**src/hdl/ovb_pkg.sv**
```systemverilog
// Shared types and constants for the overlap linear blend block.
// Used by every module under hdl; depends on nothing else.
`timescale 1ns / 1ps

package ovb_pkg;

  localparam int COLUMN_BITS_DEF = 12;
  localparam int PIXEL_BITS = 8;
  localparam int CFG_DATA_BITS = 12;
  localparam int CFG_INDEX_BITS = 2;

  localparam logic [CFG_INDEX_BITS-1:0] REG_OVERLAP_WIDTH = 2'd0;
  localparam logic [CFG_INDEX_BITS-1:0] REG_BLEND_WIDTH = 2'd1;
  localparam logic [CFG_INDEX_BITS-1:0] REG_FIRST_IMAGE = 2'd2;

  localparam logic [PIXEL_BITS-1:0] PIXEL_MAX = 8'd255;

  typedef enum logic [1:0] {
    SEL_SRC,
    SEL_DST,
    SEL_MIX
  } sel_t;

  typedef struct packed {
    sel_t                  sel;
    logic [PIXEL_BITS-1:0] src;
    logic [PIXEL_BITS-1:0] dst;
    logic                  neg;
  } side_t;

endpackage

```
**src/hdl/ovb_front.sv**
```systemverilog
// Front end: band classification, column distance and the two weight products.
// Two register stages with per-stage valid; uses ovb_pkg.
`timescale 1ns / 1ps

module ovb_front #(
  parameter int COLUMN_BITS = ovb_pkg::COLUMN_BITS_DEF
) (
  input  logic                                        clk,
  input  logic                                        rst,
  input  logic                                        in_valid,
  output logic                                        in_ready,
  input  logic [ovb_pkg::PIXEL_BITS-1:0]              src,
  input  logic [ovb_pkg::PIXEL_BITS-1:0]              dst,
  input  logic [COLUMN_BITS-1:0]                      col,
  input  logic [COLUMN_BITS-1:0]                      overlap,
  input  logic [COLUMN_BITS-1:0]                      blend,
  input  logic                                        first,
  output logic                                        prod_valid,
  input  logic                                        prod_ready,
  output logic [ovb_pkg::PIXEL_BITS+COLUMN_BITS-1:0]  prod_a,
  output logic [ovb_pkg::PIXEL_BITS+COLUMN_BITS-1:0]  prod_b,
  output ovb_pkg::side_t                              prod_side
);

  localparam int QW = ovb_pkg::PIXEL_BITS + COLUMN_BITS;
  localparam int SW = COLUMN_BITS + 2;

  logic signed [SW-1:0] ov_s;
  logic signed [SW-1:0] bl_s;
  logic signed [SW-1:0] col_s;
  logic signed [SW-1:0] band_lo;
  logic signed [SW-1:0] band_hi;
  logic signed [SW-1:0] diff;
  logic signed [SW-1:0] mag_full;
  ovb_pkg::sel_t        sel;
  logic                 neg;

  logic                   s1_valid;
  logic                   s1_ready;
  logic [COLUMN_BITS-1:0] s1_col;
  logic [COLUMN_BITS-1:0] s1_mag;
  ovb_pkg::side_t         s1_side;
  logic                   s2_ready;

  assign ov_s = signed'(SW'(overlap));
  assign bl_s = signed'(SW'(blend));
  assign col_s = signed'(SW'(col));
  assign band_lo = (ov_s - bl_s) >>> 1;
  assign band_hi = (ov_s + bl_s) >>> 1;
  assign diff = ov_s - col_s;
  assign neg = diff[SW-1];
  assign mag_full = neg ? -diff : diff;

  always_comb begin
    if (first) begin
      sel = ovb_pkg::SEL_SRC;
    end else if (col_s < band_lo) begin
      sel = ovb_pkg::SEL_DST;
    end else if (col_s < band_hi) begin
      sel = (overlap == '0) ? ovb_pkg::SEL_SRC : ovb_pkg::SEL_MIX;
    end else begin
      sel = ovb_pkg::SEL_SRC;
    end
  end

  assign s2_ready = !prod_valid || prod_ready;
  assign s1_ready = !s1_valid || s2_ready;
  assign in_ready = s1_ready;

  always_ff @(posedge clk) begin
    if (rst) begin
      s1_valid <= 1'b0;
    end else if (s1_ready) begin
      s1_valid <= in_valid;
    end
  end

  always_ff @(posedge clk) begin
    if (s1_ready && in_valid) begin
      s1_col <= col;
      s1_mag <= mag_full[COLUMN_BITS-1:0];
      s1_side.sel <= sel;
      s1_side.src <= src;
      s1_side.dst <= dst;
      s1_side.neg <= neg;
    end
  end

  always_ff @(posedge clk) begin
    if (rst) begin
      prod_valid <= 1'b0;
    end else if (s2_ready) begin
      prod_valid <= s1_valid;
    end
  end

  always_ff @(posedge clk) begin
    if (s2_ready && s1_valid) begin
      prod_a <= QW'(s1_side.src) * QW'(s1_col);
      prod_b <= QW'(s1_side.dst) * QW'(s1_mag);
      prod_side <= s1_side;
    end
  end

  a_first_copies : assert property (@(posedge clk) disable iff (rst)
    (in_valid && s1_ready && first) |=> (s1_side.sel == ovb_pkg::SEL_SRC))
    else $error("first image beat not classified as copy");

  a_prod_holds : assert property (@(posedge clk) disable iff (rst)
    (prod_valid && !prod_ready) |=> (prod_valid && $stable(prod_a) && $stable(prod_b)))
    else $error("product stage changed while held");

endmodule

```
**src/hdl/ovb_divider.sv**
```systemverilog
// Pipelined restoring divider, one quotient bit per stage, two lanes sharing a divisor.
// Carries the side information alongside; uses ovb_pkg.
`timescale 1ns / 1ps

module ovb_divider #(
  parameter int COLUMN_BITS = ovb_pkg::COLUMN_BITS_DEF
) (
  input  logic                                        clk,
  input  logic                                        rst,
  input  logic                                        in_valid,
  output logic                                        in_ready,
  input  logic [ovb_pkg::PIXEL_BITS+COLUMN_BITS-1:0]  num_a,
  input  logic [ovb_pkg::PIXEL_BITS+COLUMN_BITS-1:0]  num_b,
  input  ovb_pkg::side_t                              in_side,
  input  logic [COLUMN_BITS-1:0]                      divisor,
  output logic                                        out_valid,
  input  logic                                        out_ready,
  output logic [ovb_pkg::PIXEL_BITS+COLUMN_BITS-1:0]  quot_a,
  output logic [ovb_pkg::PIXEL_BITS+COLUMN_BITS-1:0]  quot_b,
  output ovb_pkg::side_t                              out_side
);

  localparam int QW = ovb_pkg::PIXEL_BITS + COLUMN_BITS;
  localparam int CB = COLUMN_BITS;

  // Entry k holds the stage register that has resolved k + 1 quotient bits.
  logic                vld         [QW];
  logic                rdy         [QW];
  logic [CB-1:0]       rem_a       [QW];
  logic [CB-1:0]       rem_b       [QW];
  logic [QW-1:0]       numq_a      [QW];
  logic [QW-1:0]       numq_b      [QW];
  ovb_pkg::side_t      side        [QW];

  logic                vld_prev    [QW];
  ovb_pkg::side_t      side_prev   [QW];
  logic [CB+QW-1:0]    step_a_next [QW];
  logic [CB+QW-1:0]    step_b_next [QW];

  function automatic logic [CB+QW-1:0] div_step(input logic [CB-1:0] rem,
                                                input logic [QW-1:0] numq,
                                                input logic [CB-1:0] dvs);
    logic [CB:0] sh;
    logic [CB:0] df;
    logic        ge;
    sh = {rem, numq[QW-1]};
    df = sh - {1'b0, dvs};
    ge = (sh >= {1'b0, dvs});
    div_step = {(ge ? df[CB-1:0] : sh[CB-1:0]), numq[QW-2:0], ge};
  endfunction

  always_comb begin
    rdy[QW-1] = !vld[QW-1] || out_ready;
    for (int k = QW - 2; k >= 0; k--) begin
      rdy[k] = !vld[k] || rdy[k+1];
    end
  end

  assign in_ready = rdy[0];

  always_comb begin
    vld_prev[0] = in_valid;
    side_prev[0] = in_side;
    step_a_next[0] = div_step('0, num_a, divisor);
    step_b_next[0] = div_step('0, num_b, divisor);
    for (int k = 1; k < QW; k++) begin
      vld_prev[k] = vld[k-1];
      side_prev[k] = side[k-1];
      step_a_next[k] = div_step(rem_a[k-1], numq_a[k-1], divisor);
      step_b_next[k] = div_step(rem_b[k-1], numq_b[k-1], divisor);
    end
  end

  always_ff @(posedge clk) begin
    for (int k = 0; k < QW; k++) begin
      if (rst) begin
        vld[k] <= 1'b0;
      end else if (rdy[k]) begin
        vld[k] <= vld_prev[k];
      end
    end
  end

  always_ff @(posedge clk) begin
    for (int k = 0; k < QW; k++) begin
      if (rdy[k] && vld_prev[k]) begin
        rem_a[k] <= step_a_next[k][CB+QW-1:QW];
        rem_b[k] <= step_b_next[k][CB+QW-1:QW];
        numq_a[k] <= step_a_next[k][QW-1:0];
        numq_b[k] <= step_b_next[k][QW-1:0];
        side[k] <= side_prev[k];
      end
    end
  end

  assign out_valid = vld[QW-1];
  assign quot_a = numq_a[QW-1];
  assign quot_b = numq_b[QW-1];
  assign out_side = side[QW-1];

  a_rem_a_bound : assert property (@(posedge clk) disable iff (rst)
    (vld[QW-1] && side[QW-1].sel == ovb_pkg::SEL_MIX) |-> (rem_a[QW-1] < divisor))
    else $error("source lane remainder not below divisor");

  a_rem_b_bound : assert property (@(posedge clk) disable iff (rst)
    (vld[QW-1] && side[QW-1].sel == ovb_pkg::SEL_MIX) |-> (rem_b[QW-1] < divisor))
    else $error("mosaic lane remainder not below divisor");

endmodule

```
**src/hdl/ovb_back.sv**
```systemverilog
// Back end: signed sum of both quotients, saturation, selection and result register.
// Uses ovb_pkg.
`timescale 1ns / 1ps

module ovb_back #(
  parameter int COLUMN_BITS = ovb_pkg::COLUMN_BITS_DEF
) (
  input  logic                                        clk,
  input  logic                                        rst,
  input  logic                                        in_valid,
  output logic                                        in_ready,
  input  logic [ovb_pkg::PIXEL_BITS+COLUMN_BITS-1:0]  quot_a,
  input  logic [ovb_pkg::PIXEL_BITS+COLUMN_BITS-1:0]  quot_b,
  input  ovb_pkg::side_t                              in_side,
  output logic                                        out_valid,
  input  logic                                        out_stall,
  output logic [ovb_pkg::PIXEL_BITS-1:0]              pixel_out
);

  localparam int QW = ovb_pkg::PIXEL_BITS + COLUMN_BITS;
  localparam int SUMW = QW + 2;

  logic signed [SUMW-1:0]          term_a;
  logic signed [SUMW-1:0]          term_b;
  logic signed [SUMW-1:0]          sum;
  logic [ovb_pkg::PIXEL_BITS-1:0]  mix;
  logic [ovb_pkg::PIXEL_BITS-1:0]  pixel_next;

  assign term_a = signed'(SUMW'(quot_a));
  assign term_b = in_side.neg ? -signed'(SUMW'(quot_b)) : signed'(SUMW'(quot_b));
  assign sum = term_a + term_b;

  always_comb begin
    if (sum < 0) begin
      mix = '0;
    end else if (sum > signed'(SUMW'(ovb_pkg::PIXEL_MAX))) begin
      mix = ovb_pkg::PIXEL_MAX;
    end else begin
      mix = sum[ovb_pkg::PIXEL_BITS-1:0];
    end
  end

  always_comb begin
    case (in_side.sel)
      ovb_pkg::SEL_DST: pixel_next = in_side.dst;
      ovb_pkg::SEL_MIX: pixel_next = mix;
      default:          pixel_next = in_side.src;
    endcase
  end

  assign in_ready = !out_valid || !out_stall;

  always_ff @(posedge clk) begin
    if (rst) begin
      out_valid <= 1'b0;
    end else if (in_ready) begin
      out_valid <= in_valid;
    end
  end

  always_ff @(posedge clk) begin
    if (in_ready && in_valid) begin
      pixel_out <= pixel_next;
    end
  end

  a_keep_dst : assert property (@(posedge clk) disable iff (rst)
    (in_valid && in_ready && in_side.sel == ovb_pkg::SEL_DST)
      |=> (pixel_out == $past(in_side.dst)))
    else $error("kept mosaic sample not passed through");

endmodule

```
**src/hdl/overlap_linear_blend_top.sv**
```systemverilog
// Top level of the overlap linear blend: configuration registers and the pipeline.
// Instantiates ovb_front, ovb_divider and ovb_back; uses ovb_pkg.
//
//   Channel   Signals                                 Direction
//   pixel     pix_valid, pix_stall, src_pixel,        in
//             pano_pixel, column
//   result    res_valid, res_stall, pixel_out         out
//   config    cfg_we, cfg_index, cfg_data             in
//
// One beat enters per clock when nothing is held up.
// A beat passes the front-end stages, then the divider, which resolves one
// quotient bit per stage, then the result register.
// Reset clears all valid bits and loads the register defaults.
// A stalled result holds in the output register while empty stages upstream
// keep filling, so the pixel channel stalls only once the whole pipe is full.
`timescale 1ns / 1ps

module overlap_linear_blend_top #(
  parameter int COLUMN_BITS = ovb_pkg::COLUMN_BITS_DEF
) (
  input  logic                                clk,
  input  logic                                rst,
  input  logic                                pix_valid,
  output logic                                pix_stall,
  input  logic [ovb_pkg::PIXEL_BITS-1:0]      src_pixel,
  input  logic [ovb_pkg::PIXEL_BITS-1:0]      pano_pixel,
  input  logic [COLUMN_BITS-1:0]              column,
  output logic                                res_valid,
  input  logic                                res_stall,
  output logic [ovb_pkg::PIXEL_BITS-1:0]      pixel_out,
  input  logic                                cfg_we,
  input  logic [ovb_pkg::CFG_INDEX_BITS-1:0]  cfg_index,
  input  logic [ovb_pkg::CFG_DATA_BITS-1:0]   cfg_data
);

  localparam int QW = ovb_pkg::PIXEL_BITS + COLUMN_BITS;

  logic [COLUMN_BITS-1:0] overlap_width;
  logic [COLUMN_BITS-1:0] blend_width;
  logic                   first_image;

  logic                   front_ready;
  logic                   prod_valid;
  logic                   prod_ready;
  logic [QW-1:0]          prod_a;
  logic [QW-1:0]          prod_b;
  ovb_pkg::side_t         prod_side;
  logic                   quot_valid;
  logic                   quot_ready;
  logic [QW-1:0]          quot_a;
  logic [QW-1:0]          quot_b;
  ovb_pkg::side_t         quot_side;

  always_ff @(posedge clk) begin
    if (rst) begin
      overlap_width <= COLUMN_BITS'(1);
      blend_width <= '0;
      first_image <= 1'b1;
    end else if (cfg_we) begin
      case (cfg_index)
        ovb_pkg::REG_OVERLAP_WIDTH: overlap_width <= COLUMN_BITS'(cfg_data);
        ovb_pkg::REG_BLEND_WIDTH:   blend_width <= COLUMN_BITS'(cfg_data);
        ovb_pkg::REG_FIRST_IMAGE:   first_image <= cfg_data[0];
        default: ;
      endcase
    end
  end

  assign pix_stall = !front_ready;

  ovb_front #(
    .COLUMN_BITS(COLUMN_BITS)
  ) u_front (
    .clk        (clk),
    .rst        (rst),
    .in_valid   (pix_valid),
    .in_ready   (front_ready),
    .src        (src_pixel),
    .dst        (pano_pixel),
    .col        (column),
    .overlap    (overlap_width),
    .blend      (blend_width),
    .first      (first_image),
    .prod_valid (prod_valid),
    .prod_ready (prod_ready),
    .prod_a     (prod_a),
    .prod_b     (prod_b),
    .prod_side  (prod_side)
  );

  ovb_divider #(
    .COLUMN_BITS(COLUMN_BITS)
  ) u_divider (
    .clk       (clk),
    .rst       (rst),
    .in_valid  (prod_valid),
    .in_ready  (prod_ready),
    .num_a     (prod_a),
    .num_b     (prod_b),
    .in_side   (prod_side),
    .divisor   (overlap_width),
    .out_valid (quot_valid),
    .out_ready (quot_ready),
    .quot_a    (quot_a),
    .quot_b    (quot_b),
    .out_side  (quot_side)
  );

  ovb_back #(
    .COLUMN_BITS(COLUMN_BITS)
  ) u_back (
    .clk       (clk),
    .rst       (rst),
    .in_valid  (quot_valid),
    .in_ready  (quot_ready),
    .quot_a    (quot_a),
    .quot_b    (quot_b),
    .in_side   (quot_side),
    .out_valid (res_valid),
    .out_stall (res_stall),
    .pixel_out (pixel_out)
  );

endmodule

```
**config.mk**
```make
export PLATFORM = sky130hd
export DESIGN_NAME = overlap_linear_blend_top
export DESIGN_NICKNAME = d
export VERILOG_FILES = /design/src/hdl/ovb_pkg.sv /design/src/hdl/ovb_front.sv /design/src/hdl/ovb_divider.sv /design/src/hdl/ovb_back.sv /design/src/hdl/overlap_linear_blend_top.sv
export SDC_FILE = /design/constraint.sdc
export NUM_CORES = 2
export LEC_CHECK = 0
export ABC_AREA = 1
export ABC_CLOCK_PERIOD_IN_PS = 8950
export BUFFER_PORTS_ARGS = -buffer_cell sky130_fd_sc_hd__buf_2
export CORE_MARGIN = 1
export CORE_UTILIZATION = 50
export DETAILED_ROUTE_END_ITERATION = 10
export PLACE_DENSITY = 0.65
export SYNTH_ARGS = -nofsm -noshare
export SYNTH_HDL_FRONTEND = slang
export SYNTH_SLANG_ARGS = --single-unit
```
**constraint.sdc**
```tcl
create_clock -name clk -period 8.95 [get_ports clk]
set_input_delay 0 -clock clk [delete_from_list [all_inputs] [get_ports clk]]
set_output_delay 0 -clock clk [all_outputs]
set_load 0.005 [all_outputs]
```
==> summary.md <==
| Metric | Value |
|---|---|
| Status | `complete, no violations` |
| Insertion delay to the later sink of the worst-skew pair | `0.81 ns` |
| Peak VDD IR | `around 0.0002 V` |
| WP depth | `20` |
| Die X | `roughly 420 µm` |
| YS warnings | `0` |
| Final Routed Wirelength | `156400 µm` |
| Min Tclk post-route | `~5.5 ns` |
| CP most frequent cell | `fa_1` |
| Post-Place Cells | `slightly above 9000` |
| Post-route ant nets | `0` |
| R2R setup slack | `roughly 3.5 ns` |
| RR Startpoint | `u_front.s1_side[4]` |
| Post-synth EDFFs | `1766` |
| Synth cell types | `53` |
| CTS tree | `done` |
| Min-delay src | `src_pixel[1]` |
| Hpwl dp | `110600 µm` |
| Largest net degree at the start of global routing | `84` |
| Max Cap Viol | `0` |
| Fin cells | `9529` |
| Cell chain of the critical path | `nand2_1 -> inv_1 -> fa_1 -> fa_1 -> inv_1 -> fa_1 -> fa_1 -> inv_1 -> ha_1 -> a21oi_1 -> nand2_1 -> a21oi_1 -> o21ai_0 -> a21boi_0 -> o21ai_0 -> a21boi_0 -> nor2_1 -> o21ai_0 -> nand2_1 -> xor2_1` |
| Clock Power Share | `37.4%` |
| CP delay by family, top | `adder cells` |
| NetSw | `between 5 and 6 mW` |
| Slowest cell delay on critical path | `0.66 ns` |
| Final WS setup | `3.493 ns` |
| Maximum fanout along the worst path | `13` |
| Leakage power | `36.40 nW` |
| Setup TNS | `0 ns` |
| Critical Path RT | `9.45 ns` |
| Final setup vio count | `0` |
| CP endpoint kind | `flop` |
| Sequential power share | `47.2%` |
| Post-synth top flop | `edfxtp_1` |
| Core area | `170000 µm²` |
| Register area share after synthesis | `between 60% and 70%` |
| CTS root buf | `clkbuf_16` |
| Hold depth | `2` |
| Post-synth top area share | `between 60 and 70%` |
| Seq cells post-synth | `approximately 1800` |
| Post-CTS Setup Bufs | `0` |
| CTS buffer count | `183` |
| Nets | `7985` |
| Synthesized cell area | `85930 µm²` |
| Via Count | `around 50000` |
| FF-to-FF path depth | `20` |
| Vias in the first global route | `49900` |
| Total nets after synthesis | `7757` |
| Via density | `5.245` |
| Final max-slew violation count | `0` |
| Clock Path Buffers | `3` |
| Ports | `between 50 and 60` |
| RSZ-0062 raised after global routing | `no` |
| All-layer global routing usage | `18.05%` |
| Routed len/inst | `16.41 µm` |
| Final RePlAce weighted congestion | `0.9007` |
| Fmax | `0.1833 GHz` |
| Antenna violations before repair | `1` |
| Gate power share | `15.4%` |
| Largest area contributor in the netlist | `edfxtp_1` |
| Worst-case headroom to the max-slew limit | `approximately a quarter` |
| HP Class | `input port to flop` |
| Internal | `15.20 mW` |
| Area contributors post-synth | `edfxtp_1 62%, ha_1 9.0%, nand2_1 4.6%, a21oi_1 4.2%, fa_1 3.7%` |
| Ys async rst share | `0%` |
| Die area | `173500 µm²` |
| Final hold violations | `0` |
| H-tree depth | `4` |
| Final Cycle Share | `60.97%` |
| Synth-to-layout area growth | `11.35%` |
| Post-placement worst setup slack | `about 3.5 ns` |
| Total Power | `20.37 mW` |
| Worst slew pin tran | `1.145 ns` |
| Finished Core Util | `between 50% and 60%` |
| Overflow after GRT | `0` |
| Crit Path Category | `flop to flop` |
| Crit path buf inv count | `3` |
| Remaining DRCs | `0` |
| Row cnt | `151` |
| DRT Pass-1 Iters | `6` |
| Clock skew | `between 0.06 and 0.07 ns` |
| First-pass GRT wire length | `~250000 µm` |
| Crit-path slowest cell | `edfxtp_1` |
| Pwr dens | `around 210 nW/µm²` |
| Worst Hold Path EP | `u_front.s1_side[10]` |
| Starting density of the core | `between 50% and 60%` |
| Clk slew on worst S/H paths | `0.06 ns` |
| CP startpoint kind | `flop` |
| Fraction of layout cells with a size suffix above 1 | `6.319%` |
| Net Sw Frac | `25.40%` |
| ANT cells | `0` |
| Iter 0 DRT Violations | `2583` |
| IO buf count | `56` |
| Die height | `416.6 µm` |
| Syn avg cell area | `approximately 12 µm²` |
| CP Data Arrival Time | `5.96 ns` |
| R2R Path End | `u_front.prod_b[19]` |
| Syn Inst Count | `6931` |
| CTS sink cnt | `about 1800` |
[state kept, by name, indices dropped and copies added, names as in the netlist, 20 cells and up]
signal	cells
u_divider.rem_b	228
u_divider.numq_b	400
u_divider.numq_a	400
u_divider.vld	20
u_divider.rem_a	228
u_divider.side	380
u_front.prod_a	20
u_front.prod_b	20
[cell families after synthesis]
logic type	synth area share [%]
AND/OR/NAND/NOR	8.893
flip-flops	62.36
AO/OA/AOI/OAI	8.034
buffers and inverters	3.605
adder cells (fa/ha/maj)	12.74
XOR/XNOR	4.362
[cells in the final DEF, fill, tap and decap left out, types with 77 or more instances in the layout]
| cell | n |
|---|---|
| fa_1 | 160 |
| ha_1 | 619 |
| nor2_1 | 514 |
| nand3_1 | 91 |
| clkbuf_16 | 184 |
| o21ai_0 | 309 |
| xnor2_1 | 208 |
| nand2_1 | 1048 |
| nor3_1 | 77 |
| edfxtp_1 | 1766 |
| inv_1 | 633 |
| dlygate4sd3_1 | 79 |
| xor2_1 | 220 |
| a21oi_1 | 725 |
[stage by stage]
stage | cell area, µm² | hold WS (ns)
after floorplan | 85930 | 0.09887
after global placement | 88760 | 0.1779
after detailed placement | 88760 | 0.1786
after CTS | 95690 | 0.002281
after global routing | 95690 | 0.02869
final | 95690 | 0.05640
[worst reg2reg max path: stages, from the launching register on]
cell and delay (ns):
edfxtp_1 0.66, nand2_1 0.16, inv_1 0.06, fa_1 0.42, fa_1 0.55, inv_1 0.05
fa_1 0.46, fa_1 0.54, inv_1 0.04, ha_1 0.33, a21oi_1 0.14, nand2_1 0.10
a21oi_1 0.23, o21ai_0 0.19, a21boi_0 0.33, o21ai_0 0.18, a21boi_0 0.30, nor2_1 0.06
o21ai_0 0.15, nand2_1 0.08, xor2_1 0.14
[worst max path at each step]
stage                     slack [ns]                endpoint          startpoint
final                           3.49      u_front.prod_b[19]  u_front.s1_side[4]
after global routing            3.02      u_front.prod_b[19]  u_front.s1_side[4]
after CTS                       3.42      u_front.prod_b[19]  u_front.s1_side[4]
after detailed placement        3.48      u_front.prod_b[19]  u_front.s1_side[5]
after global placement          3.48      u_front.prod_b[19]  u_front.s1_side[5]
after floorplan                 3.15  u_divider.rem_b[7][23]    overlap_width[1]
[synth_stat cells (15+ instances only)]
cell type	count
a21o_1	21
ha_1	619
nor4_1	23
edfxtp_1	1766
clkbuf_1	54
nand2_1	1048
a21oi_1	725
o21ai_0	309
xnor2_1	208
inv_1	655
o21ai_1	58
nand2_2	15
nor2_1	525
buf_2	39
buf_4	18
clkbuf_2	19
o21bai_1	48
dfxtp_1	28
o211ai_1	26
nand3_1	91
nor3_1	77
nand4_1	37
xor2_1	220
fa_1	160
a31oi_1	25
[power by group through the flow]
stage,Combinational (mW),Clock (mW),Sequential [mW]
CTS,3.18,7.82,9.63
detailed placement,3.12,0,9.80
global placement,3.08,0,9.80
finish,3.13,7.62,9.62
global route,3.61,8.14,9.63
floorplan,2.48,0,9.71
[cell type report]
cell class	count	area [µm²]
Inverter	655	2470
Clock inverter	126	1430
Tap cell	2218	2775
Sequential cell	1794	53600
Clock buffer	211	4706
Fill cell	13560	74350
Timing Repair Buffer	176	1379
Multi-Input combinational cell	4349	29330
[per-layer routing]
layer	global-route usage [%]	vias to the layer above	part of all wire, %
li1	-	25000	-
met1	21.76	23880	42
met2	32.82	802	51
met3	2.559	295	3.3
met4	6.412	0	3.0
met5	0	-	0
[repair_timing]
item,in CTS,in global routing
hold buffers,79,0
hold endpoints to repair,126,0
gates resized for setup,0,0
(Power assumes the default switching activity.)
